==> src/rtl/core/itdt_pkg.sv <==
// shared types, constants and the power-of-ten table for the decimal text writer
package itdt_pkg;

	// power-of-ten table, largest first
	localparam int NUM_POW = 10;
	localparam int POW_W   = 34;
	localparam int IDX_W   = 4;

	// character counts fit the 7-bit width field
	localparam int CNT_W = 7;

	// descriptor queue between front and back
	localparam int QUEUE_DEPTH = 2;
	localparam int QPTR_W      = $clog2(QUEUE_DEPTH);
	localparam int QCNT_W      = $clog2(QUEUE_DEPTH + 1);

	// character codes
	localparam logic [6:0] CH_NUL   = 7'h00;
	localparam logic [6:0] CH_MINUS = 7'h2D;
	localparam logic [6:0] CH_ZERO  = 7'h30;
	localparam logic [6:0] CH_NINE  = 7'h39;

	// classified item, ready for the back end
	typedef struct packed {
		logic [31:0]      mag;
		logic             neg;
		logic [IDX_W-1:0] first;
		logic [CNT_W-1:0] pad_front;
		logic [IDX_W-1:0] kept;
		logic [CNT_W-1:0] pad_back;
		logic [31:0]      addr;
		logic             wide;
	} itdt_desc_t;

	// 10^(9-idx), meaningless indexes give 1
	function automatic logic [POW_W-1:0] pow10(input logic [IDX_W-1:0] idx);
		logic [POW_W-1:0] p;
		unique case (idx)
			4'd0: p = 34'd1000000000;
			4'd1: p = 34'd100000000;
			4'd2: p = 34'd10000000;
			4'd3: p = 34'd1000000;
			4'd4: p = 34'd100000;
			4'd5: p = 34'd10000;
			4'd6: p = 34'd1000;
			4'd7: p = 34'd100;
			4'd8: p = 34'd10;
			default: p = 34'd1;
		endcase
		return p;
	endfunction

endpackage

==> src/rtl/core/itdt_in_if.sv <==
// input channel: value, width, destination address and character size
interface itdt_in_if;
	logic               valid;
	logic               ready;
	logic signed [31:0] value;
	logic signed [6:0]  width;
	logic [31:0]        dest_address;
	logic               wide_chars;

	modport source (output valid, value, width, dest_address, wide_chars, input ready);
	modport sink (input valid, value, width, dest_address, wide_chars, output ready);
endinterface

==> src/rtl/core/itdt_front.sv <==
// front end: accepts an item and classifies it into a character plan
module itdt_front #(
	parameter int MAX_WIDTH = 32
) (
	itdt_in_if.sink                  item,
	output logic                     push_valid,
	output itdt_pkg::itdt_desc_t     push_desc,
	input  logic                     push_ready
);

	logic [31:0]                    mag;
	logic                           neg;
	logic                           is_zero;
	logic signed [6:0]              lim;
	logic signed [6:0]              wc;
	logic [itdt_pkg::CNT_W-1:0]     absw;
	logic [itdt_pkg::IDX_W-1:0]     first;
	logic [itdt_pkg::IDX_W-1:0]     digits;
	logic [itdt_pkg::CNT_W-1:0]     digits_w;

	assign lim = $signed(7'(MAX_WIDTH));

	// sign, magnitude and clamped width
	always_comb begin
		neg     = item.value[31];
		is_zero = (item.value == '0);
		mag     = neg ? 32'($unsigned(-item.value)) : $unsigned(item.value);
		priority if (item.width > lim) begin
			wc = lim;
		end else if (item.width < -lim) begin
			wc = -lim;
		end else begin
			wc = item.width;
		end
		absw = wc[6] ? $unsigned(-wc) : $unsigned(wc);
	end

	// leading digit position: count of powers above the magnitude
	always_comb begin
		first = '0;
		for (int k = 0; k < itdt_pkg::NUM_POW - 1; k++) begin
			if ({2'b00, mag} < itdt_pkg::pow10(itdt_pkg::IDX_W'(k)))
				first = first + 1'b1;
		end
		digits   = itdt_pkg::IDX_W'(itdt_pkg::NUM_POW) - first;
		digits_w = itdt_pkg::CNT_W'(digits);
	end

	// character plan
	always_comb begin
		push_desc.mag   = mag;
		push_desc.first = first;
		push_desc.addr  = item.dest_address;
		push_desc.wide  = item.wide_chars;
		if (is_zero) begin
			push_desc.neg       = 1'b0;
			push_desc.pad_front = (wc == '0) ? itdt_pkg::CNT_W'(1) : absw;
			push_desc.kept      = '0;
			push_desc.pad_back  = '0;
		end else begin
			push_desc.neg       = neg;
			push_desc.pad_front = (!wc[6] && absw > digits_w) ? absw - digits_w : '0;
			push_desc.kept      = (wc[6] && absw < digits_w) ? itdt_pkg::IDX_W'(absw) : digits;
			push_desc.pad_back  = (wc[6] && absw > digits_w) ? absw - digits_w : '0;
		end
	end

	assign push_valid = item.valid;
	assign item.ready = push_ready;

endmodule

==> src/flat_wrapper.sv <==
// flat-port wrapper written by rule: the top's interface ports become plain ports
module itdt_front_flat 
#(
	parameter int MAX_WIDTH = 32
)
  (push_valid, push_desc, push_ready, item_valid, item_value, item_width, item_dest_address, item_wide_chars, item_ready);
  itdt_in_if item_i ();
  output logic push_valid;
  output itdt_pkg::itdt_desc_t push_desc;
  input  logic push_ready;
  input wire logic [$bits(item_i.valid)-1:0] item_valid;
  input wire logic [$bits(item_i.value)-1:0] item_value;
  input wire logic [$bits(item_i.width)-1:0] item_width;
  input wire logic [$bits(item_i.dest_address)-1:0] item_dest_address;
  input wire logic [$bits(item_i.wide_chars)-1:0] item_wide_chars;
  output wire logic [$bits(item_i.ready)-1:0] item_ready;
  assign item_i.valid = item_valid;
  assign item_i.value = item_value;
  assign item_i.width = item_width;
  assign item_i.dest_address = item_dest_address;
  assign item_i.wide_chars = item_wide_chars;
  assign item_ready = item_i.ready;
  itdt_front #(.MAX_WIDTH(MAX_WIDTH)) u_core (.item(item_i), .push_valid(push_valid), .push_desc(push_desc), .push_ready(push_ready));
endmodule
==> config.mk <==
export PLATFORM = sky130hd
export DESIGN_NAME = itdt_front_flat
export DESIGN_NICKNAME = d
export VERILOG_FILES = /design/src/rtl/core/itdt_pkg.sv /design/src/rtl/core/itdt_in_if.sv /design/src/rtl/core/itdt_front.sv /design/src/flat_wrapper.sv
export SDC_FILE = /design/constraint.sdc
export NUM_CORES = 1
export LEC_CHECK = 0
export BUFFER_PORTS_ARGS = -buffer_cell sky130_fd_sc_hd__buf_2
export CAP_MARGIN = 20
export CELL_PAD_IN_SITES_DETAIL_PLACEMENT = 1
export CELL_PAD_IN_SITES_GLOBAL_PLACEMENT = 1
export CORE_UTILIZATION = 37
export DETAILED_ROUTE_END_ITERATION = 8
export PLACE_DENSITY = 0.95
export SLEW_MARGIN = 20
export SYNTH_ARGS = -nofsm -noshare
export SYNTH_HDL_FRONTEND = slang
export SYNTH_SLANG_ARGS = --single-unit
==> constraint.sdc <==
create_clock -name vclk -period 51.3
set_input_delay 15.39 -clock vclk [all_inputs]
set_output_delay 15.39 -clock vclk [all_outputs]
set_load 0.05 [all_outputs]
==> summary.md <==
| Metric | Value |
|---|---|
| Met3 wire length | 700 um |
| Max Transition Viols Final | 0 |
| Reported leakage power | 1.64 nW |
| Cell family with most CP delay | compound AO/OA/AOI/OAI gates |
| Number of I/O port buffers | 94 |
| DRC | 0 |
| Critical Path Start Type | input port |
| Die Y-Extent | 103 um |
| Yosys warns | 0 |
| Final HPWL DP | 10,300 um |
| Top routing layer in use | met4 |
| Synthesized netlist cell count | 568 |
| Peak VDD IR | 0.00773 mV |
| Most common cell type on the critical path | sky130_fd_sc_hd__ha_1 |
| Run status | finished clean |
| Wirelength per Cell | 17.4 um |
| Area of placed instances | 4010 sq um |
| Required time of the worst setup path | 35,910 ps |
| Final-report setup violation count | 0 |
| Horizontal die dimension | 103 um |
| Number of nets at the end of the flow | 683 |
| Instance count after placement with tap cells included | 725 |
| Area of the core | 9860 sq um |
| Min Clock Period, post-route | 40,700 ps |
| Number of clock buffers in the layout | 0 |
| Sequential fraction of the synthesis area | 0 |
| Final Hold Vio Count | 0 |
| Final WS setup | 10,600 ps |
| Routed wire length | 12,600 um |
| Sum of internal, switching and leakage power | 0.0536 mW |
| Distinct cell type count of the synthesized netlist | 85 |
| Net count after synthesis | 657 |
| Final standard cell count with taps included and fillers excluded | 725 |
| Total power per unit cell area | 13.4 nW/um^2 |
| Layout Cell Area excl Fill | 4010 sq um |
| First-pass DRT Iterations | 5 |
| Number of resized instances in the post-cts repair step | 0 |
| Pin count of the biggest net entering global routing | 46 |
| Critical path endpoint category | output port |
| Synthesis-to-layout area growth | 5.91% |
| Average footprint of a synthesized cell | 6.67 sq um |
| Post-synth design cell area | 3790 sq um |
| Vias in the first global route | 4,230 |
| Effective utilization at floorplan | 0.384 |
| Final clock period utilization by the worst path | 0.793 |
| Number of sequential cells | 0 |
| Setup TNS | 0 ps |
| Max-cap viol count | 0 |
| Measured slew at the worst slew-check pin | 1040 ps |
| Standard cell with the maximum stage delay on the critical path | sky130_fd_sc_hd__inv_1 |
| Total congestion overflow | 0 |
| Buffers plus inverters on the worst setup path | 4 |
| Number of hold buffers added after CTS | 0 |
| CP max FO | 45 |
| ANT nets after route | 0 |
| Number of diodes added for antenna fixing | 0 |
| Setup Slack @ Placement | 10,670 ps |
| Max Fclk | 24.6 MHz |
| FF+latch area | 0 sq um |
| Ranking of synthesized cells by area | sky130_fd_sc_hd__xnor2_1, sky130_fd_sc_hd__buf_4, sky130_fd_sc_hd__nor2_1 |
| Drt initial violations | 243 |
| Routed length on met2 | 6170 um |
| Final estimated routing congestion in global placement | 0.938 |
| Most area-hungry cell type in the Yosys netlist | sky130_fd_sc_hd__xnor2_1 |
| Arrival time worst endpoint | 25,310 ps |
| Vias per cell | 6.09 |
| WL met1 | 5550 um |
| Most frequent standard cell in the layout excluding fill and tap cells | sky130_fd_sc_hd__buf_2 |
| Rel. slew slack | 0.299 |
| Worst hold margin | 30,780 ps |
| Placement Rows | 36 |
| Top cell type's share of synthesized area | 0.0809 |
| Setup repair after global routing missed its margin | no |
| Total via count after detailed routing | 4,418 |
| Utilization after layout | 0.407 |
| Total global routing track utilization | 0.235 |
| Fraction of final layout cells sized beyond drive strength 1 | 0.228 |
| Initial antenna violation count | 0 |
| Hold Path Class | in -> out |
| DIE AREA | 10,600 sq um |
| Critical path type | in -> out |
| Critical Path Max Stage Delay | 660 ps |
| First-pass GRT wire length | 20,700 um |
| FILL cells | 1,318 |
| Number of top-level design ports | 164 |
| Most frequent cells in the layout | sky130_fd_sc_hd__buf_2, sky130_fd_sc_hd__nor2_1, sky130_fd_sc_hd__nand2_1, sky130_fd_sc_hd__xnor2_1, sky130_fd_sc_hd__inv_1 |
| Total setup buffers inserted after CTS | 0 |
## synth_stat cells (all sizes together), types with 9 or more instances
cell type and count:
nor2 57, buf 47, nand2 44, xnor2 38
inv 35, nor3 27, clkbuf 24, o21ai 23
a21oi 22, nand3 20, ha 14, nor4 14
xor2 13, a211oi 11, nand4 9, o211ai 9
## cells by family (layout without fill, tap and decap cells)
group,after synthesis,after routing,synth area share
fa+ha+maj,16,16,0.0545
simple gates,239,239,0.365
buf+inv,107,131,0.148
xor+xnor,52,52,0.133
mux,6,6,0.0165
compound gates,148,148,0.283
## power breakdown
group	leakage (nW)	internal, mW	switching [mW]	total [mW]
registers	0	0	0	0
clock network	0	0	0	0
logic	1.64	0.0152	0.0385	0.0536
## routing by layer
metal / up-vias / global-route usage
met5: - / 0
met4: 0 / 0.0412
met3: 22 / 0.0108
met2: 169 / 0.435
met1: 2123 / 0.304
li1: 2104 / -
## area by class of cell
type	count	area, sq um	share of cell area
Multi-Input combinational cell	461	3230	0.806
Inverter	36	135	0.0337
Tap cell	133	166	0.0415
Timing Repair Buffer	95	478	0.119
## worst paths after layout
check | from | to | slack [ps] | cells after the start
setup / recovery | item_value[31] | push_desc[48] | 10600 | 41
hold / removal | push_ready | item_ready | 30780 | 0
No activity file was read; power rests on OpenSTA's default activity.
