## config.mk

```make
export PLATFORM = sky130hd
export DESIGN_NAME = itdt_back_flat
export DESIGN_NICKNAME = d
export VERILOG_FILES = /design/src/rtl/core/itdt_pkg.sv /design/src/rtl/core/itdt_out_if.sv /design/src/rtl/core/itdt_back.sv /design/src/flat_wrapper.sv
export SDC_FILE = /design/constraint.sdc
export NUM_CORES = 1
export LEC_CHECK = 0
export ABC_AREA = 0
export ABC_CLOCK_PERIOD_IN_PS = 7800
export BUFFER_PORTS_ARGS = -buffer_cell sky130_fd_sc_hd__clkbuf_2
export CORE_ASPECT_RATIO = 0.5
export CORE_MARGIN = 10
export CORE_UTILIZATION = 55
export DETAILED_ROUTE_END_ITERATION = 10
export HOLD_SLACK_MARGIN = 0.1
export MAX_ROUTING_LAYER = met4
export PLACE_DENSITY = 0.76
export SYNTH_ARGS = -nofsm -noshare
export SYNTH_HDL_FRONTEND = slang
export SYNTH_MEMORY_MAX_BITS = 65536
export SYNTH_SLANG_ARGS = --single-unit
```

## constraint.sdc

```tcl
create_clock -name clk -period 7.8 [get_ports clk]
set_input_delay 0.78 -clock clk [delete_from_list [all_inputs] [get_ports clk]]
set_output_delay 0.78 -clock clk [all_outputs]
set_load 0.02 [all_outputs]
```

## src/rtl/core/itdt_pkg.sv

```systemverilog
// shared types, constants and the power-of-ten table for the decimal text writer
package itdt_pkg;

	// power-of-ten table, largest first
	localparam int NUM_POW = 10;
	localparam int POW_W   = 34;
	localparam int IDX_W   = 4;

	// character counts fit the 7-bit width field
	localparam int CNT_W = 7;

	// descriptor queue between front and back
	localparam int QUEUE_DEPTH = 2;
	localparam int QPTR_W      = $clog2(QUEUE_DEPTH);
	localparam int QCNT_W      = $clog2(QUEUE_DEPTH + 1);

	// character codes
	localparam logic [6:0] CH_NUL   = 7'h00;
	localparam logic [6:0] CH_MINUS = 7'h2D;
	localparam logic [6:0] CH_ZERO  = 7'h30;
	localparam logic [6:0] CH_NINE  = 7'h39;

	// classified item, ready for the back end
	typedef struct packed {
		logic [31:0]      mag;
		logic             neg;
		logic [IDX_W-1:0] first;
		logic [CNT_W-1:0] pad_front;
		logic [IDX_W-1:0] kept;
		logic [CNT_W-1:0] pad_back;
		logic [31:0]      addr;
		logic             wide;
	} itdt_desc_t;

	// 10^(9-idx), meaningless indexes give 1
	function automatic logic [POW_W-1:0] pow10(input logic [IDX_W-1:0] idx);
		logic [POW_W-1:0] p;
		unique case (idx)
			4'd0: p = 34'd1000000000;
			4'd1: p = 34'd100000000;
			4'd2: p = 34'd10000000;
			4'd3: p = 34'd1000000;
			4'd4: p = 34'd100000;
			4'd5: p = 34'd10000;
			4'd6: p = 34'd1000;
			4'd7: p = 34'd100;
			4'd8: p = 34'd10;
			default: p = 34'd1;
		endcase
		return p;
	endfunction

endpackage

```

## src/rtl/core/itdt_out_if.sv

```systemverilog
// output channel: one character with its store address
interface itdt_out_if;
	logic        valid;
	logic        ready;
	logic [31:0] store_address;
	logic [6:0]  char_code;
	logic        is_last;

	modport source (output valid, store_address, char_code, is_last, input ready);
	modport sink (input valid, store_address, char_code, is_last, output ready);
endinterface

```

## src/rtl/core/itdt_back.sv

```systemverilog
// back end: walks a character plan and emits one character per cycle while text does not stall
module itdt_back (
	input  logic                     clk,
	input  logic                     arst_n,
	input  logic                     pop_valid,
	input  itdt_pkg::itdt_desc_t     pop_desc,
	output logic                     pop_ready,
	itdt_out_if.source               text
);

	typedef enum logic [5:0] {
		ST_IDLE  = 6'b000001,
		ST_SIGN  = 6'b000010,
		ST_PADF  = 6'b000100,
		ST_DIGIT = 6'b001000,
		ST_PADB  = 6'b010000,
		ST_TERM  = 6'b100000
	} itdt_phase_t;

	itdt_phase_t                    state_q;
	logic [31:0]                    rem_q;
	logic [itdt_pkg::IDX_W-1:0]     idx_q;
	logic [itdt_pkg::CNT_W-1:0]     padf_q;
	logic [itdt_pkg::IDX_W-1:0]     kept_q;
	logic [itdt_pkg::CNT_W-1:0]     padb_q;
	logic [31:0]                    addr_q;
	logic                           wide_q;
	logic                           ovalid_q;
	logic [31:0]                    oaddr_q;
	logic [6:0]                     ocode_q;
	logic                           olast_q;

	logic                           emit;
	logic                           load;
	logic [6:0]                     code;
	logic [itdt_pkg::IDX_W-1:0]     dig;
	logic [itdt_pkg::POW_W-1:0]     sub;
	logic [itdt_pkg::POW_W-1:0]     step_v;

	// first phase that still has characters to give
	function automatic itdt_phase_t pick(input logic neg,
		input logic [itdt_pkg::CNT_W-1:0] pf, input logic [itdt_pkg::IDX_W-1:0] kp,
		input logic [itdt_pkg::CNT_W-1:0] pb);
		itdt_phase_t r;
		priority if (neg) begin
			r = ST_SIGN;
		end else if (pf != '0) begin
			r = ST_PADF;
		end else if (kp != '0) begin
			r = ST_DIGIT;
		end else if (pb != '0) begin
			r = ST_PADB;
		end else begin
			r = ST_TERM;
		end
		return r;
	endfunction

	assign pop_ready = (state_q == ST_IDLE);
	assign load      = pop_valid && pop_ready;
	assign emit      = (state_q != ST_IDLE) && (!ovalid_q || text.ready);

	// next digit: largest multiple of the current power that fits
	always_comb begin
		dig = '0;
		sub = '0;
		for (int d = 1; d < 10; d++) begin
			step_v = itdt_pkg::POW_W'(d) * itdt_pkg::pow10(idx_q);
			if ({2'b00, rem_q} >= step_v) begin
				dig = itdt_pkg::IDX_W'(d);
				sub = step_v;
			end
		end
	end

	// character for the current phase
	always_comb begin
		unique case (state_q)
			ST_SIGN:  code = itdt_pkg::CH_MINUS;
			ST_PADF:  code = itdt_pkg::CH_ZERO;
			ST_PADB:  code = itdt_pkg::CH_ZERO;
			ST_DIGIT: code = itdt_pkg::CH_ZERO + 7'(dig);
			default:  code = itdt_pkg::CH_NUL;
		endcase
	end

	// phase sequencer and output valid
	always_ff @(posedge clk or negedge arst_n) begin
		if (!arst_n) begin
			state_q  <= ST_IDLE;
			ovalid_q <= 1'b0;
		end else begin
			if (emit)
				ovalid_q <= 1'b1;
			else if (text.ready)
				ovalid_q <= 1'b0;
			unique case (state_q)
				ST_IDLE: begin
					if (load)
						state_q <= pick(pop_desc.neg, pop_desc.pad_front, pop_desc.kept,
							pop_desc.pad_back);
				end
				ST_SIGN: begin
					if (emit)
						state_q <= pick(1'b0, padf_q, kept_q, padb_q);
				end
				ST_PADF: begin
					if (emit && padf_q == itdt_pkg::CNT_W'(1))
						state_q <= pick(1'b0, '0, kept_q, padb_q);
				end
				ST_DIGIT: begin
					if (emit && kept_q == itdt_pkg::IDX_W'(1))
						state_q <= pick(1'b0, '0, '0, padb_q);
				end
				ST_PADB: begin
					if (emit && padb_q == itdt_pkg::CNT_W'(1))
						state_q <= ST_TERM;
				end
				ST_TERM: begin
					if (emit)
						state_q <= ST_IDLE;
				end
				default: state_q <= ST_IDLE;
			endcase
		end
	end

	// working plan, address and output register
	always_ff @(posedge clk) begin
		if (load) begin
			rem_q  <= pop_desc.mag;
			idx_q  <= pop_desc.first;
			padf_q <= pop_desc.pad_front;
			kept_q <= pop_desc.kept;
			padb_q <= pop_desc.pad_back;
			addr_q <= pop_desc.addr;
			wide_q <= pop_desc.wide;
		end
		if (emit) begin
			oaddr_q <= addr_q;
			ocode_q <= code;
			olast_q <= (state_q == ST_TERM);
			addr_q  <= addr_q + (wide_q ? 32'd2 : 32'd1);
			if (state_q == ST_PADF)
				padf_q <= padf_q - 1'b1;
			if (state_q == ST_PADB)
				padb_q <= padb_q - 1'b1;
			if (state_q == ST_DIGIT) begin
				kept_q <= kept_q - 1'b1;
				idx_q  <= idx_q + 1'b1;
				rem_q  <= rem_q - sub[31:0];
			end
		end
	end

	assign text.valid         = ovalid_q;
	assign text.store_address = oaddr_q;
	assign text.char_code     = ocode_q;
	assign text.is_last       = olast_q;

endmodule

```

## src/flat_wrapper.sv

```systemverilog
// flat-port wrapper written by rule: the top's interface ports become plain ports
module itdt_back_flat 
  (clk, arst_n, pop_valid, pop_desc, pop_ready, text_valid, text_store_address, text_char_code, text_is_last, text_ready);
  itdt_out_if text_i ();
  input  logic clk;
  input  logic arst_n;
  input  logic pop_valid;
  input  itdt_pkg::itdt_desc_t pop_desc;
  output logic pop_ready;
  output wire logic [$bits(text_i.valid)-1:0] text_valid;
  output wire logic [$bits(text_i.store_address)-1:0] text_store_address;
  output wire logic [$bits(text_i.char_code)-1:0] text_char_code;
  output wire logic [$bits(text_i.is_last)-1:0] text_is_last;
  input wire logic [$bits(text_i.ready)-1:0] text_ready;
  assign text_valid = text_i.valid;
  assign text_store_address = text_i.store_address;
  assign text_char_code = text_i.char_code;
  assign text_is_last = text_i.is_last;
  assign text_i.ready = text_ready;
  itdt_back u_core (.clk(clk), .arst_n(arst_n), .pop_valid(pop_valid), .pop_desc(pop_desc), .pop_ready(pop_ready), .text(text_i));
endmodule
```

==> reports/metrics.cfg <==
[floorplanning]
rows = 51
core_sq_um = 39200
initial_utilization_pct = 56.2
die_area_sq_um = 49000
die_h_microns = 162
die_x_microns = 303
num_io_pins = 134

[status]
status = complete, but fails checks
violations = negative setup slack

[grt]
antenna_found_initial = 3
grt_max_degree = 54
grt_pass1_vias = 24200
grt_util_all_layers_pct = 36.4
gr-total-overflow = 0
grt_first_pass_wirelength_microns = 137000

[final_layout]
drive_gt1_share_pct = 30.0
nNetsFinal = 3987
areaGrowthSynthToFinish_pct = 34.4
fin_util_pct = 75.5
final_common_cell = buf_4
fill_cells = 2862
final_cell_mix = 607 x buf_4, 415 x ha_1, 279 x nand2_1, 220 x a21oi_1, 180 x nor2_1

[worst_setup_path]
end_kind = register
cp_slowest_cell = fa_1
arrival_ns = 8.62
path_common_cell = a21oi_2
crit_required_ns = 8.13
start_kind = register
crit_type = register to register
critPathMaxStageDelay_ns = 0.52
worstPathMaxFanout = 6

[clock_tree]
cts_root_buf = clkbuf_16
cts_buffer_depth = 2
cts_buffers = 17
hold_buffers = 0
clkSlewWorstSetupHoldPaths_ns = 0.09
clock-sinks = 156
clock_latency_ns = 0.48
cts_tree = built
ctsHtreeMaxLevel = 4

[sta]
slew_headroom_pct = 30.4
fmax_mhz = 121
worst_slack_ns = -0.493
fin_crit_sh_pct = 106
worst_clock_skew_ns = 0.0280
setup_viol = 15
hold_viol = 0
tightest_slew_ns = 1.04
maxSlewViolCount = 0
rsz0062_at_grt = yes
min_period_ns = 8.29

[logic_synthesis]
async_flop_share_pct = 4.49
syn_inst = 2721
netlist.area_leader.share_pct = 24.9
ys_seq_elements = 156
synth_edf_count = 72
synth.avg_cell_area_sq_um = 8.10
yosysSeqAreaShare_pct = 17.6
synth_top_family_by_area = adder cells
synth_compound_area_share_pct = 27.5
yosys-top-cells-area = ha_1 25%, edfxtp_1 9.8%, dfxtp_1 7.0%, a21oi_1 5.7%, nand2_1 4.9%
yosys.area.top_type = ha_1
syn_nets = 3281
synth_mux_area_share_pct = 0.426
synth_xor_xnor_area_share_pct = 5.86
yosys_most_used_dff = dfxtp_1
synthSimpleGateAreaFrac_pct = 17.4
yosysUniqueCellTypes = 93
synthAdderAreaFrac_pct = 27.7
yosysWarnings = 0
synth_area_sq_um = 22000

[drt]
drc = 0
drt-initial-drc-count = 3058
ant_nets = 0
drt-total-wl_microns = 91800
wl_per_cell_microns = 23.1
via_per_inst = 6.39
vias = 25400
firstDrtPassIters = 6

[flow_run]
maxCapViolCount = 0

[placed_design]
hpwl_microns = 71700
finalWeightedCongestion = 1.08
portBuffers = 132

[worst_hold_path]
hp-class = input pin to async pin

[worst paths after layout]
path,start,endpoint,slack [ns],cells after the start
worst max-delay path,u_core.step_v[2],u_core.rem_q[28],-0.49,39
worst min-delay path,arst_n,u_core.state_q[5],0.14,1
worst max register to register,u_core.step_v[2],u_core.rem_q[28],-0.49,39
worst min register to register,u_core.addr_q[0],u_core.text.store_address[0],0.48,0
max in group asynchronous,arst_n,u_core.state_q[0],7.41,1
min in group clk,u_core.addr_q[0],u_core.text.store_address[0],0.48,0
[worst max-delay path, delay by kind of cell (launching register included)]
kind	cells	cell delay (ns)
AO/OA/AOI/OAI	19	3.56
XOR/XNOR	2	0.30
adder cells (fa/ha/maj)	5	1.65
buffers and inverters	4	0.46
flip-flops	1	0.39
AND/OR/NAND/NOR	9	1.78
[stage by stage]
| step | setup TNS [ns] | instances | hold slack [ns] | area (sq um) | setup slack, ns |
|---|---|---|---|---|---|
| global placement | -7.32 | 3875 | 0.446 | 27500 | -0.725 |
| global route | -8.82 | 3971 | 0.147 | 29600 | -0.690 |
| detailed placement | -11.97 | 3875 | 0.451 | 27500 | -0.951 |
| finish | -4.95 | 3972 | 0.143 | 29600 | -0.493 |
| floorplan | 0 | 2721 | 0.431 | 22100 | 0.00755 |
| CTS | -1.06 | 3945 | 0.141 | 28800 | -0.213 |
[synth_stat cells (all sizes together) (21+ instances only)]
library cell  count
ha              439
nand2           286
a21oi           252
nor2            190
o21ai           186
a21o            123
inv             119
xnor2            82
dfxtp            77
edfxtp           72
nand3            69
nand4            66
xor2             63
clkbuf           61
a31oi            47
nor3             41
o21a             37
a211oi           31
nand2b           31
and3             30
fa               29
nor2b            25
o22ai            24
o21bai           23
o211ai           22
buf              21
[repair_timing]
item,CTS,global route
gates resized for setup,135,128
buffers inserted,40,29
gates cloned,0,0
endpoints found under the setup margin,23,26
pin swaps,95,121
[area by class of cell]
class	instances	area [sq um]	area share [%]
repair buffers	769	5590	18.9
clock buffers	19	443	1.50
clock inverters	13	124	0.418
well taps	530	663	2.24
inverters	120	450	1.52
diodes	2	5.00	0.0169
multi-input cells	2363	18400	62.2
flip-flops and latches	156	3920	13.2
[routing by layer]
layer	track usage (%)	wire (microns)	up-vias
met5	-	0	-
met4	12.7	3700	0
met3	8.63	10900	290
met2	53.7	38500	1480
met1	47.9	38700	11900
li1	-	-	11700
[kinds of logic after synthesis]
kind of cell             Yosys count
AO/OA/AOI/OAI                    923
multiplexers                       9
XOR/XNOR                         146
buffers and inverters            202
AND/OR/NAND/NOR                  814
other                              1
adder cells (fa/ha/maj)          470
flip-flops                       156
Power is left out: the tool's default activity adds up to more than one toggle a clock period on the data nets, which glitch-free logic cannot reach.
