--- config.mk ---
export PLATFORM = sky130hd
export DESIGN_NAME = itdt_queue
export DESIGN_NICKNAME = d
export VERILOG_FILES = /design/src/rtl/core/itdt_pkg.sv /design/src/rtl/core/itdt_queue.sv
export SDC_FILE = /design/constraint.sdc
export NUM_CORES = 1
export LEC_CHECK = 0
export BUFFER_PORTS_ARGS = -buffer_cell sky130_fd_sc_hd__buf_4
export CORE_ASPECT_RATIO = 1.2
export CORE_MARGIN = 10
export CORE_UTILIZATION = 52
export DETAILED_ROUTE_END_ITERATION = 8
export GPL_ROUTABILITY_DRIVEN = 0
export PLACE_DENSITY = 0.86
export SYNTH_ARGS = -nofsm -noshare
export SYNTH_HDL_FRONTEND = slang
export SYNTH_SLANG_ARGS = --single-unit
--- constraint.sdc ---
create_clock -name clk -period 6.63 [get_ports clk]
set_input_delay 1.326 -clock clk [delete_from_list [all_inputs] [get_ports clk]]
set_output_delay 1.326 -clock clk [all_outputs]
set_load 0.05 [all_outputs]
--- src/rtl/core/itdt_pkg.sv ---
// shared types, constants and the power-of-ten table for the decimal text writer
package itdt_pkg;

	// power-of-ten table, largest first
	localparam int NUM_POW = 10;
	localparam int POW_W   = 34;
	localparam int IDX_W   = 4;

	// character counts fit the 7-bit width field
	localparam int CNT_W = 7;

	// descriptor queue between front and back
	localparam int QUEUE_DEPTH = 2;
	localparam int QPTR_W      = $clog2(QUEUE_DEPTH);
	localparam int QCNT_W      = $clog2(QUEUE_DEPTH + 1);

	// character codes
	localparam logic [6:0] CH_NUL   = 7'h00;
	localparam logic [6:0] CH_MINUS = 7'h2D;
	localparam logic [6:0] CH_ZERO  = 7'h30;
	localparam logic [6:0] CH_NINE  = 7'h39;

	// classified item, ready for the back end
	typedef struct packed {
		logic [31:0]      mag;
		logic             neg;
		logic [IDX_W-1:0] first;
		logic [CNT_W-1:0] pad_front;
		logic [IDX_W-1:0] kept;
		logic [CNT_W-1:0] pad_back;
		logic [31:0]      addr;
		logic             wide;
	} itdt_desc_t;

	// 10^(9-idx), meaningless indexes give 1
	function automatic logic [POW_W-1:0] pow10(input logic [IDX_W-1:0] idx);
		logic [POW_W-1:0] p;
		unique case (idx)
			4'd0: p = 34'd1000000000;
			4'd1: p = 34'd100000000;
			4'd2: p = 34'd10000000;
			4'd3: p = 34'd1000000;
			4'd4: p = 34'd100000;
			4'd5: p = 34'd10000;
			4'd6: p = 34'd1000;
			4'd7: p = 34'd100;
			4'd8: p = 34'd10;
			default: p = 34'd1;
		endcase
		return p;
	endfunction

endpackage

--- src/rtl/core/itdt_queue.sv ---
// small descriptor queue between front and back
module itdt_queue (
	input  logic                     clk,
	input  logic                     arst_n,
	input  logic                     push_valid,
	input  itdt_pkg::itdt_desc_t     push_desc,
	output logic                     push_ready,
	output logic                     pop_valid,
	output itdt_pkg::itdt_desc_t     pop_desc,
	input  logic                     pop_ready
);

	itdt_pkg::itdt_desc_t           mem_q [itdt_pkg::QUEUE_DEPTH];
	logic [itdt_pkg::QPTR_W-1:0]    wr_ptr_q;
	logic [itdt_pkg::QPTR_W-1:0]    rd_ptr_q;
	logic [itdt_pkg::QCNT_W-1:0]    count_q;
	logic                           push;
	logic                           pop;

	assign push_ready = (count_q != itdt_pkg::QCNT_W'(itdt_pkg::QUEUE_DEPTH));
	assign pop_valid  = (count_q != '0);
	assign push       = push_valid && push_ready;
	assign pop        = pop_valid && pop_ready;
	assign pop_desc   = mem_q[rd_ptr_q];

	// pointers and fill count
	always_ff @(posedge clk or negedge arst_n) begin
		if (!arst_n) begin
			wr_ptr_q <= '0;
			rd_ptr_q <= '0;
			count_q  <= '0;
		end else begin
			if (push)
				wr_ptr_q <= (wr_ptr_q == itdt_pkg::QPTR_W'(itdt_pkg::QUEUE_DEPTH - 1)) ?
					'0 : wr_ptr_q + 1'b1;
			if (pop)
				rd_ptr_q <= (rd_ptr_q == itdt_pkg::QPTR_W'(itdt_pkg::QUEUE_DEPTH - 1)) ?
					'0 : rd_ptr_q + 1'b1;
			if (push && !pop)
				count_q <= count_q + 1'b1;
			else if (pop && !push)
				count_q <= count_q - 1'b1;
		end
	end

	// entry storage
	always_ff @(posedge clk) begin
		if (push)
			mem_q[wr_ptr_q] <= push_desc;
	end

endmodule

==> flow_metrics.env, run 1 <==
export IMPL_io_buffers=181
export IMPL_yosys_top_cells_count="176 x edfxtp_1, 78 x mux2_2, 10 x mux2_4, 7 x buf_2, 4 x dfrtp_1"
export IMPL_fmax_mhz=261.8
export IMPL_yosysMostFrequentCell="edfxtp_1"
export IMPL_syn_area_mm2=0.006576
export IMPL_hp_start="count_q[1]"
export IMPL_power_density_mw_per_mm2=527.5
export IMPL_yosys_warnings=0
export IMPL_max_cap_violations=0
export IMPL_clk_latency_ns=0.41
export IMPL_fin_crit_ns=3.819
export IMPL_worstSetupEndpointType="primary output"
export IMPL_grt_pass1_wl_um=19840
export IMPL_ant_nets=0
export IMPL_critPathKind="register to primary output"
export IMPL_rows=44
export IMPL_synth_ff_type="edfxtp_1"
export IMPL_slew_limit_headroom_pct=17.91
export IMPL_p_leak_nw=3.265
export IMPL_fin_nets=577
export IMPL_n_fill_cell=779
export IMPL_numCtsBuffers=17
export IMPL_startpoint="rd_ptr_q"
export IMPL_clock_sinks=180
export IMPL_rsz0062_at_grt="false"
export IMPL_ioPinCount=182
export IMPL_cp_data_required_time_ns=5.30
export IMPL_seq_area_frac_synth_pct=81.89
export IMPL_drc=0
export IMPL_synth_area_leader_cell="edfxtp_1"
export IMPL_grt_busiest_layer="met2"
export IMPL_min_period_over_period_pct=57.61
export IMPL_die_x_um=122.7
export IMPL_tightest_slew_ns=1.231
export IMPL_setup_viol=0
export IMPL_ctsResizeCount=0
export IMPL_ys_seq_elements=180
export IMPL_crit_fanout=48
export IMPL_cts_root_buffer="clkbuf_16"
export IMPL_cts_max_path_buffers=2
export IMPL_use_met1_pct=16.05
export IMPL_syn_inst=292
export IMPL_cts_tree="done"
export IMPL_drt_vias_per_instance=5.155
export IMPL_drv_slew=0
export IMPL_synthTopCellsByArea="edfxtp_1 80%, mux2_2 13%, mux2_4 2.3%, dfrtp_1 1.5%, buf_2 0.53%"
export IMPL_cts_reportedPaths_clkPinSlew_ns=0.06
export IMPL_syn_area_per_cell_um2=22.52
export IMPL_worstHoldPathType="register to register"
export IMPL_grt_overflow=0
export IMPL_ctsHoldBuffers=0
export IMPL_grt_pass1_vias=3695
export IMPL_drtPass1Iterations=4
export IMPL_first_iter_violations=159
export IMPL_initial_core_util_pct=53.81
export IMPL_met3_usage_pct=6.588
export IMPL_r2r_start="count_q[0]"
export IMPL_via_count=3392
export IMPL_routed_wl_um=13270
export IMPL_critPathArrivalTime_ns=2.49
export IMPL_synthesis_nets=385
export IMPL_synth_async_reset_ratio_pct=2.222
export IMPL_postCtsSetupRepairBufs=0
export IMPL_dp_hpwl_um=9225
export IMPL_diodes=0
export IMPL_grt_use_total_pct=14.94
export IMPL_wl_per_cell_um=20.16
export IMPL_dieArea_mm2=0.01756
export IMPL_status="complete, no violations"
export IMPL_htree_levels=4
export IMPL_finClkSkew_ns=0.004123
export IMPL_core_mm2=0.01222
export IMPL_grt_max_degree=89
export IMPL_antenna_found_initial=0
export IMPL_synth_edf_count=176
export IMPL_fin_setup_tns_ns=0
export IMPL_ir_worst_vdd_mv=0.7531
export IMPL_ys_types=15
export IMPL_area_growth_pct=31.81
export IMPL_synth_top_area_share_pct=80.37
export IMPL_finalHoldViolCount=0
export IMPL_die_height_um=143.2
export IMPL_start_kind="register"
export IMPL_whs_ns=0.5000
export IMPL_met2_usage_pct=25.37
export IMPL_drive_above_1_share_pct=60.76
==> registers in the layout, summed over array words and instances (netlist names) <==
| signal | cells |
|---|---|
| count_q | 2 |
| mem_q | 176 |
| rd_ptr_q | 1 |
| wr_ptr_q | 1 |
==> per-stage QoR <==
stage / instances / worst slack, ns / instance area, um2 / util (%) / total power [mW]
after floorplan: 292 / 0.9878 / 6576 / - / 3.127
after global placement: 626 / 3.094 / 8099 / 66.27 / 3.633
after detailed placement: 626 / 3.002 / 8099 / 66.27 / 3.674
after CTS: 658 / 2.741 / 8668 / 70.93 / 4.627
after global routing: 658 / 2.671 / 8668 / 70.93 / 4.755
final: 658 / 2.811 / 8668 / 70.93 / 4.572
==> layout make-up <==
type / count / area [um2] / area share, %
Sequential cell: 180 / 5389 / 62.17
Timing Repair Buffer: 183 / 1374 / 15.85
Multi-Input combinational cell: 101 / 1131 / 13.05
Clock buffer: 20 / 436.7 / 5.038
Tap cell: 161 / 201.4 / 2.324
Clock inverter: 12 / 132.6 / 1.530
Inverter: 1 / 3.754 / 0.04330
==> metal layers <==
layer  vias up  wire length, um
met1      1717             4894
met4         0              208
li1       1537                -
met5         -                0
met2       123             7062
met3        15             1101
==> cell usage in the layout (no fill, tap or decap), types with 3 or more instances in the layout <==
master	instances
buf_4	183
clkinvlp_4	3
mux2_2	78
clkinv_4	3
clkbuf_16	17
mux2_4	10
clkbuf_1	3
edfxtp_1	176
xnor2_1	3
dfrtp_1	3
==> power by group <==
part           switching (mW)  total [mW]  internal, mW  leakage [nW]
Combinational            1.30        1.94         0.640          1.32
Sequential              0.117        1.68          1.56          1.68
Clock                   0.395       0.951         0.556         0.267
Total                    1.81        4.57          2.76          3.26
==> cells by family after synthesis <==
group,Yosys count,synth area share [%]
muxes,88,15.64
DFF,180,81.89
and+or+nand+nor,7,0.5140
buffers and inverters,11,1.103
xor gates and xnor gates,5,0.6660
adders and majority gates,1,0.1902
==> worst paths after layout <==
| kind | end | slack (ns) | depth (start not counted) |
|---|---|---|---|
| max reg2reg | mem_q[0][79] | 3.82 | 4 |
| min reg2reg | count_q[1] | 0.50 | 1 |
| min | count_q[1] | 0.50 | 1 |
| max | pop_desc[3] | 2.81 | 3 |
| max in group asynchronous | rd_ptr_q | 5.81 | 1 |
| min in group asynchronous | wr_ptr_q | 0.70 | 1 |
==> critical path: stages, from the launching register on <==
cell,delay (ns)
dfrtp_4,0.83
buf_4,0.63
mux2_2,0.42
buf_4,0.19
Note: power is estimated with default switching activity, not from simulation.
==> inputs of run 2 (changes only) <==
- CORE_UTILIZATION: 52 -> 47
- PLACE_DENSITY: 0.86 -> 0.83
- clock period: 6.63 -> 3.5 ns (I/O delays scaled with it)
==> run 2 against run 1 <==
Global-route usage shrank 1.3 points; sequential share of layout area shrank 0.099 points; sequential power grew 89%; final area grew 0.16%; critical endpoint is now pop_desc[7]; clock-buffer cell count shrank 2; sequential cell count is the same; utilization shrank 7.8 points; total power grew 88%.
==> flow_metrics.env, run 2 (synthesized netlist as in run 1, its figures left out) <==
export IMPL_status="complete, no violations"
export IMPL_rsz0062_at_grt="false"
export IMPL_htree_levels=4
export IMPL_slew_limit_headroom_pct=51.88
export IMPL_cp_common_cell="buf_4"
export IMPL_critPathKind="register to primary output"
export IMPL_fin_crit_ns=2.941
export IMPL_largest_reg_flops=176
export IMPL_core_mm2=0.01376
export IMPL_drt_vias_per_instance=4.993
export IMPL_setup_viol=0
export IMPL_regMostFlops="mem_q"
export IMPL_rows=47
export IMPL_min_period_over_period_pct=84.03
export IMPL_ctsResizeCount=0
export IMPL_cp_data_required_time_ns=2.80
export IMPL_diodes=0
export IMPL_cts_max_path_buffers=2
export IMPL_drc=0
export IMPL_fin_setup_tns_ns=0
export IMPL_finalHoldViolCount=0
export IMPL_io_buffers=181
export IMPL_clock_sinks=180
export IMPL_total_power_mw=8.593
export IMPL_initial_core_util_pct=47.79
export IMPL_max_cap_violations=0
export IMPL_numCtsBuffers=17
export IMPL_via_count=3350
export IMPL_reg_largest_list="mem_q (176), count_q (2)"
export IMPL_wl_per_cell_um=19.97
export IMPL_crit_fanout=45
export IMPL_cts_root_buffer="clkbuf_16"
export IMPL_cts_tree="done"
export IMPL_grt_pass1_vias=3703
export IMPL_n_fill_cell=993
export IMPL_fmax_mhz=340.0
export IMPL_drtPass1Iterations=4
export IMPL_worstSetupEndpointType="primary output"
export IMPL_die_x_um=128.0
export IMPL_antenna_found_initial=0
export IMPL_cts_reportedPaths_clkPinSlew_ns=0.06
export IMPL_ir_worst_vdd_mv=0.6738
export IMPL_grt_overflow=0
export IMPL_postCtsSetupRepairBufs=0
export IMPL_worstPathCellList="buf_4 -> mux2_2 -> buf_4"
export IMPL_area_growth_pct=32.02
export IMPL_worstHoldPathType="primary input to asynchronous set/reset pin"
export IMPL_ant_nets=0
export IMPL_layout_commonest_cell="buf_4"
export IMPL_crit_slowest_cell="dfrtp_4"
export IMPL_final_cell_mix="186 x buf_4, 176 x edfxtp_1, 78 x mux2_2, 17 x clkbuf_16, 10 x mux2_4"
export IMPL_grt_max_degree=54
export IMPL_dieArea_mm2=0.01914
export IMPL_first_iter_violations=211
export IMPL_clk_latency_ns=0.40
export IMPL_routed_wl_um=13400
export IMPL_grt_pass1_wl_um=20070
export IMPL_p_leak_nw=3.276
export IMPL_drv_slew=0
export IMPL_fin_nets=581
export IMPL_start_kind="register"
export IMPL_die_height_um=149.6
export IMPL_tightest_slew_ns=0.7217
export IMPL_dp_hpwl_um=9630
export IMPL_finClkSkew_ns=0.006565
export IMPL_grt_use_total_pct=13.62
export IMPL_power_density_mw_per_mm2=989.7
export IMPL_max_stage_delay_ns=0.83
export IMPL_ioPinCount=182
export IMPL_ctsHoldBuffers=0
export IMPL_drive_above_1_share_pct=61.80
export IMPL_critPathArrivalTime_ns=2.24
## run 2: critical path: cells and delay by family, from the launching register on
kind                   cells  cell delay (ns)
flip-flops                 1             0.83
buffers and inverters      2             0.60
multiplexers               1             0.38
## run 2: final cells by class
class | instances | area [um2] | share of cell area, %
clock buffer | 18 | 429.2 | 4.943
inverter | 1 | 3.754 | 0.04323
sequential | 180 | 5389 | 62.07
timing repair buffer | 187 | 1416 | 16.31
multi-input combinational | 101 | 1131 | 13.03
tap | 171 | 214.0 | 2.464
clock inverter | 13 | 98.84 | 1.138
## run 2: where the power goes
part | internal [mW] | switching, mW
clock | 0.917 | 0.789
sequential | 2.95 | 0.224
combinational | 1.25 | 2.47
total | 5.11 | 3.48
## run 2: metal layers
metal	track usage, %	share of wire [%]	wire length, um
met1	14.91	38	5154
met2	23.31	53	7124
met3	6.192	7.5	1010
met4	3.833	0.84	112
met5	0	0	0
## run 2: path summary, 6_finish.rpt
path / startpoint / endpoint / slack, ns / depth (start not counted)
max in group asynchronous: arst_n / rd_ptr_q / 3.31 / 1
max reg2reg: count_q[0] / mem_q[1][64] / 1.59 / 3
min: arst_n / count_q[0] / 0.07 / 1
min reg2reg: count_q[1] / count_q[1] / 0.50 / 1
min in group clk: push_desc[53] / mem_q[1][53] / 0.48 / 1
max: rd_ptr_q / pop_desc[7] / 0.56 / 3
## run 2: through the flow
stage / hold WS (ns) / util, % / cell area, um2 / instances / worst slack, ns
2_1_floorplan: 0.4044 / - / 6585 / 292 / 0.6646
3_3_place_gp: 0.4750 / 59.26 / 8154 / 640 / 0.9961
3_5_place_dp: 0.4885 / 59.26 / 8154 / 640 / 0.9580
4_1_cts: 0.05430 / 63.09 / 8682 / 671 / 0.5099
5_1_grt: 0.04868 / 63.09 / 8682 / 671 / 0.4316
6_report: 0.07490 / 63.09 / 8682 / 671 / 0.5590
==> inputs of run 3 (changes only) <==
- ABC_AREA: unset -> 1
- clock period: 3.5 -> 2.7 ns (I/O delays scaled with it)
==> run 3 against run 2 <==
Sequential power increased by 26%; sequential share of layout area decreased by 0.20 points; cell count increased by 28%; combinational power increased by 50%; routed wire length increased by 7.8%; total power increased by 36%; synthesized cell count increased by 67%; critical path depth increased by 1; largest power group unchanged.
==> flow_metrics.env, run 3 <==
export IMPL_synth_async_reset_ratio_pct=2.222
export IMPL_power_density_mw_per_mm2=1344
export IMPL_yosys_warnings=0
export IMPL_syn_inst=488
export IMPL_initial_core_util_pct=47.84
export IMPL_grt_overflow=0
export IMPL_via_count=4141
export IMPL_drive_above_1_share_pct=31.45
export IMPL_area_growth_pct=31.74
export IMPL_regMostFlops="mem_q"
export IMPL_synth_edf_count=176
export IMPL_crit_fanout=89
export IMPL_layout_commonest_cell="nand2_1"
export IMPL_p_leak_nw=3.714
export IMPL_rsz0062_at_grt="false"
export IMPL_synth_xor_area_share_pct=0.2650
export IMPL_grt_pass1_vias=4446
export IMPL_swShare_pct=44.81
export IMPL_fin_crit_ns=2.441
export IMPL_drv_slew=0
export IMPL_fin_setup_tns_ns=0
export IMPL_ant_nets=0
export IMPL_crit_slowest_cell="buf_6"
export IMPL_syn_area_mm2=0.006611
export IMPL_wl_per_cell_um=16.78
export IMPL_dieArea_mm2=0.01923
export IMPL_p_sw_mw=5.247
export IMPL_synth_top_family_by_area="simple AND/OR/NAND/NOR gates"
export IMPL_syn_area_per_cell_um2=13.55
export IMPL_routed_wl_um=14450
export IMPL_cts_tree="done"
export IMPL_synth_compound_area_share_pct=0
export IMPL_rows=47
export IMPL_ir_worst_vdd_mv=0.9571
export IMPL_start_kind="register"
export IMPL_grt_max_degree=90
export IMPL_finClkSkew_ns=0.007483
export IMPL_synth_mux_area_fraction_pct=0
export IMPL_p_int_mw=6.462
export IMPL_synthesis_nets=581
export IMPL_stdcell_area_mm2=0.008710
export IMPL_reg_largest_list="mem_q (176), count_q (2)"
export IMPL_numCtsBuffers=17
export IMPL_die_x_um=128.3
export IMPL_final_util_pct=63.02
export IMPL_min_period_over_period_pct=90.40
export IMPL_cp_common_cell="nand2_1"
export IMPL_place_area_mm2=0.008180
export IMPL_power_frac_clock_pct=18.3
export IMPL_tightest_slew_ns=0.6630
export IMPL_diodes=0
export IMPL_max_stage_delay_ns=0.51
export IMPL_worstSetupEndpointType="primary output"
export IMPL_clk_latency_ns=0.41
export IMPL_max_cap_violations=0
export IMPL_cts_reportedPaths_clkPinSlew_ns=0.06
export IMPL_largest_reg_flops=176
export IMPL_grt_use_total_pct=15.18
export IMPL_io_buffers=181
export IMPL_synthSimpleGateAreaFrac_pct=15.92
export IMPL_fmax_mhz=409.7
export IMPL_drc=0
export IMPL_pwr_share_comb_pct=47.7
export IMPL_synthTopCellsByArea="edfxtp_1 80%, nand2_1 16%, dfrtp_1 1.5%, buf_2 1.1%, buf_4 0.34%"
export IMPL_status="complete, no violations"
export IMPL_ys_seq_elements=180
export IMPL_yosysMostFrequentCell="nand2_1"
export IMPL_slew_limit_headroom_pct=55.80
export IMPL_seq_area_frac_synth_pct=81.45
export IMPL_synth_ff_type="edfxtp_1"
export IMPL_first_iter_violations=276
export IMPL_cp_data_required_time_ns=2.16
export IMPL_synth_top_area_share_pct=79.94
export IMPL_cts_max_path_buffers=2
export IMPL_finalHoldViolCount=0
export IMPL_yosys_top_cells_count="274 x nand2_1, 176 x edfxtp_1, 14 x buf_2, 6 x inv_1, 4 x dfrtp_1"
export IMPL_ioPinCount=182
export IMPL_ys_types=14
export IMPL_core_mm2=0.01382
export IMPL_worstPathCellList="buf_6 -> nand2_1 -> nand2_1 -> buf_4"
export IMPL_synth_area_leader_cell="edfxtp_1"
export IMPL_drt_vias_per_instance=4.810
export IMPL_antenna_found_initial=0
export IMPL_synth_fa_ha_area_share_pct=0.1893
export IMPL_final_cell_mix="273 x nand2_1, 184 x buf_4, 176 x edfxtp_1, 17 x clkbuf_16, 8 x clkbuf_1"
export IMPL_fin_nets=770
export IMPL_worstHoldPathType="primary input to register"
export IMPL_clock_sinks=180
export IMPL_drtPass1Iterations=4
export IMPL_dp_hpwl_um=9818
export IMPL_path_delay_family="buffers and inverters"
export IMPL_crit_buf_inv=2
export IMPL_die_height_um=149.9
export IMPL_cts_root_buffer="clkbuf_16"
export IMPL_p_seq_share_pct=34.0
export IMPL_grt_pass1_wl_um=22690
export IMPL_setup_viol=0
export IMPL_critPathKind="register to primary output"
export IMPL_htree_levels=4
export IMPL_critPathArrivalTime_ns=1.90
[run 3: cell count changes after synthesis, moves of 2 or more]
cell,before,now
mux2_2,78,0
inv_1,1,6
buf_2,7,14
buf_4,0,3
mux2_4,10,0
nand2_1,2,274
xnor2_1,3,1
nand3_1,0,2
[run 3: cells by family (layout without fill, tap and decap cells)]
logic type    after synthesis  in the layout
flops                     180            180
simple gates              279            279
buf+inv                    26            228
xor+xnor                    2              2
fa+ha+maj                   1              1
[run 3: repair_timing]
item / 4_1_cts / 5_1_grt
setup buffers: 0 / 0
gates resized for setup: 0 / 1
endpoints found under the setup margin: 0 / 50
hold buffers: 1 / 0
endpoints found under the hold margin: 4 / 0
[run 3: final timing paths]
path                                from           end  slack, ns  depth (start not counted)
setup reg to reg              count_q[0]  mem_q[0][42]       1.02                          5
hold reg to reg               count_q[0]    count_q[0]       0.53                          1
max in group asynchronous         arst_n      rd_ptr_q       2.12                          2
setup / recovery                rd_ptr_q  pop_desc[41]       0.26                          4
min in group asynchronous         arst_n      rd_ptr_q       0.46                          2
hold / removal             push_desc[74]  mem_q[0][74]       0.31                          1
[run 3: per-stage QoR]
| step | worst slack [ns] | cells | hold WS (ns) | power (mW) |
|---|---|---|---|---|
| floorplan | 0.02873 | 488 | 0.2444 | 7.912 |
| global placement | 0.5616 | 828 | 0.3405 | 9.576 |
| detailed placement | 0.5252 | 828 | 0.3420 | 9.691 |
| CTS | 0.003279 | 861 | 0.2800 | 11.86 |
| global route | 0.1190 | 861 | 0.2760 | 12.33 |
| finish | 0.2591 | 861 | 0.3061 | 11.71 |
[run 3: cell type report]
type	count	area, um2
timing repair buffer	189	1463
clock buffer	27	483.0
sequential	180	5389
clock inverter	5	32.53
inverter	7	28.78
fill	1018	5110
tap	171	214.0
multi-input combinational	282	1100
[run 3: power by group through the flow]
stage / registers [mW] / clock network, mW / logic [mW]
after floorplan: 4.01 / 0 / 3.90
after global placement: 4.01 / 0 / 5.57
after detailed placement: 4.04 / 0 / 5.65
after CTS: 3.98 / 2.21 / 5.66
after global routing: 4.03 / 2.32 / 5.98
final: 3.98 / 2.15 / 5.58
[run 3: worst register-to-register path, delay by kind of cell, from the launching register on]
family                 cells  cell delay, ns
buffers and inverters      2            0.47
flip-flops                 1            0.39
AND/OR/NAND/NOR            3            0.45
[run 3: metal layers]
layer	share of wire [%]	GRT usage, %	wire, um	vias up
met2	51	25.38	7401	163
met1	36	15.56	5237	1924
met5	0	0	0	-
met3	9.5	7.289	1375	34
met4	3.0	7.441	435	0
li1	-	-	-	2020
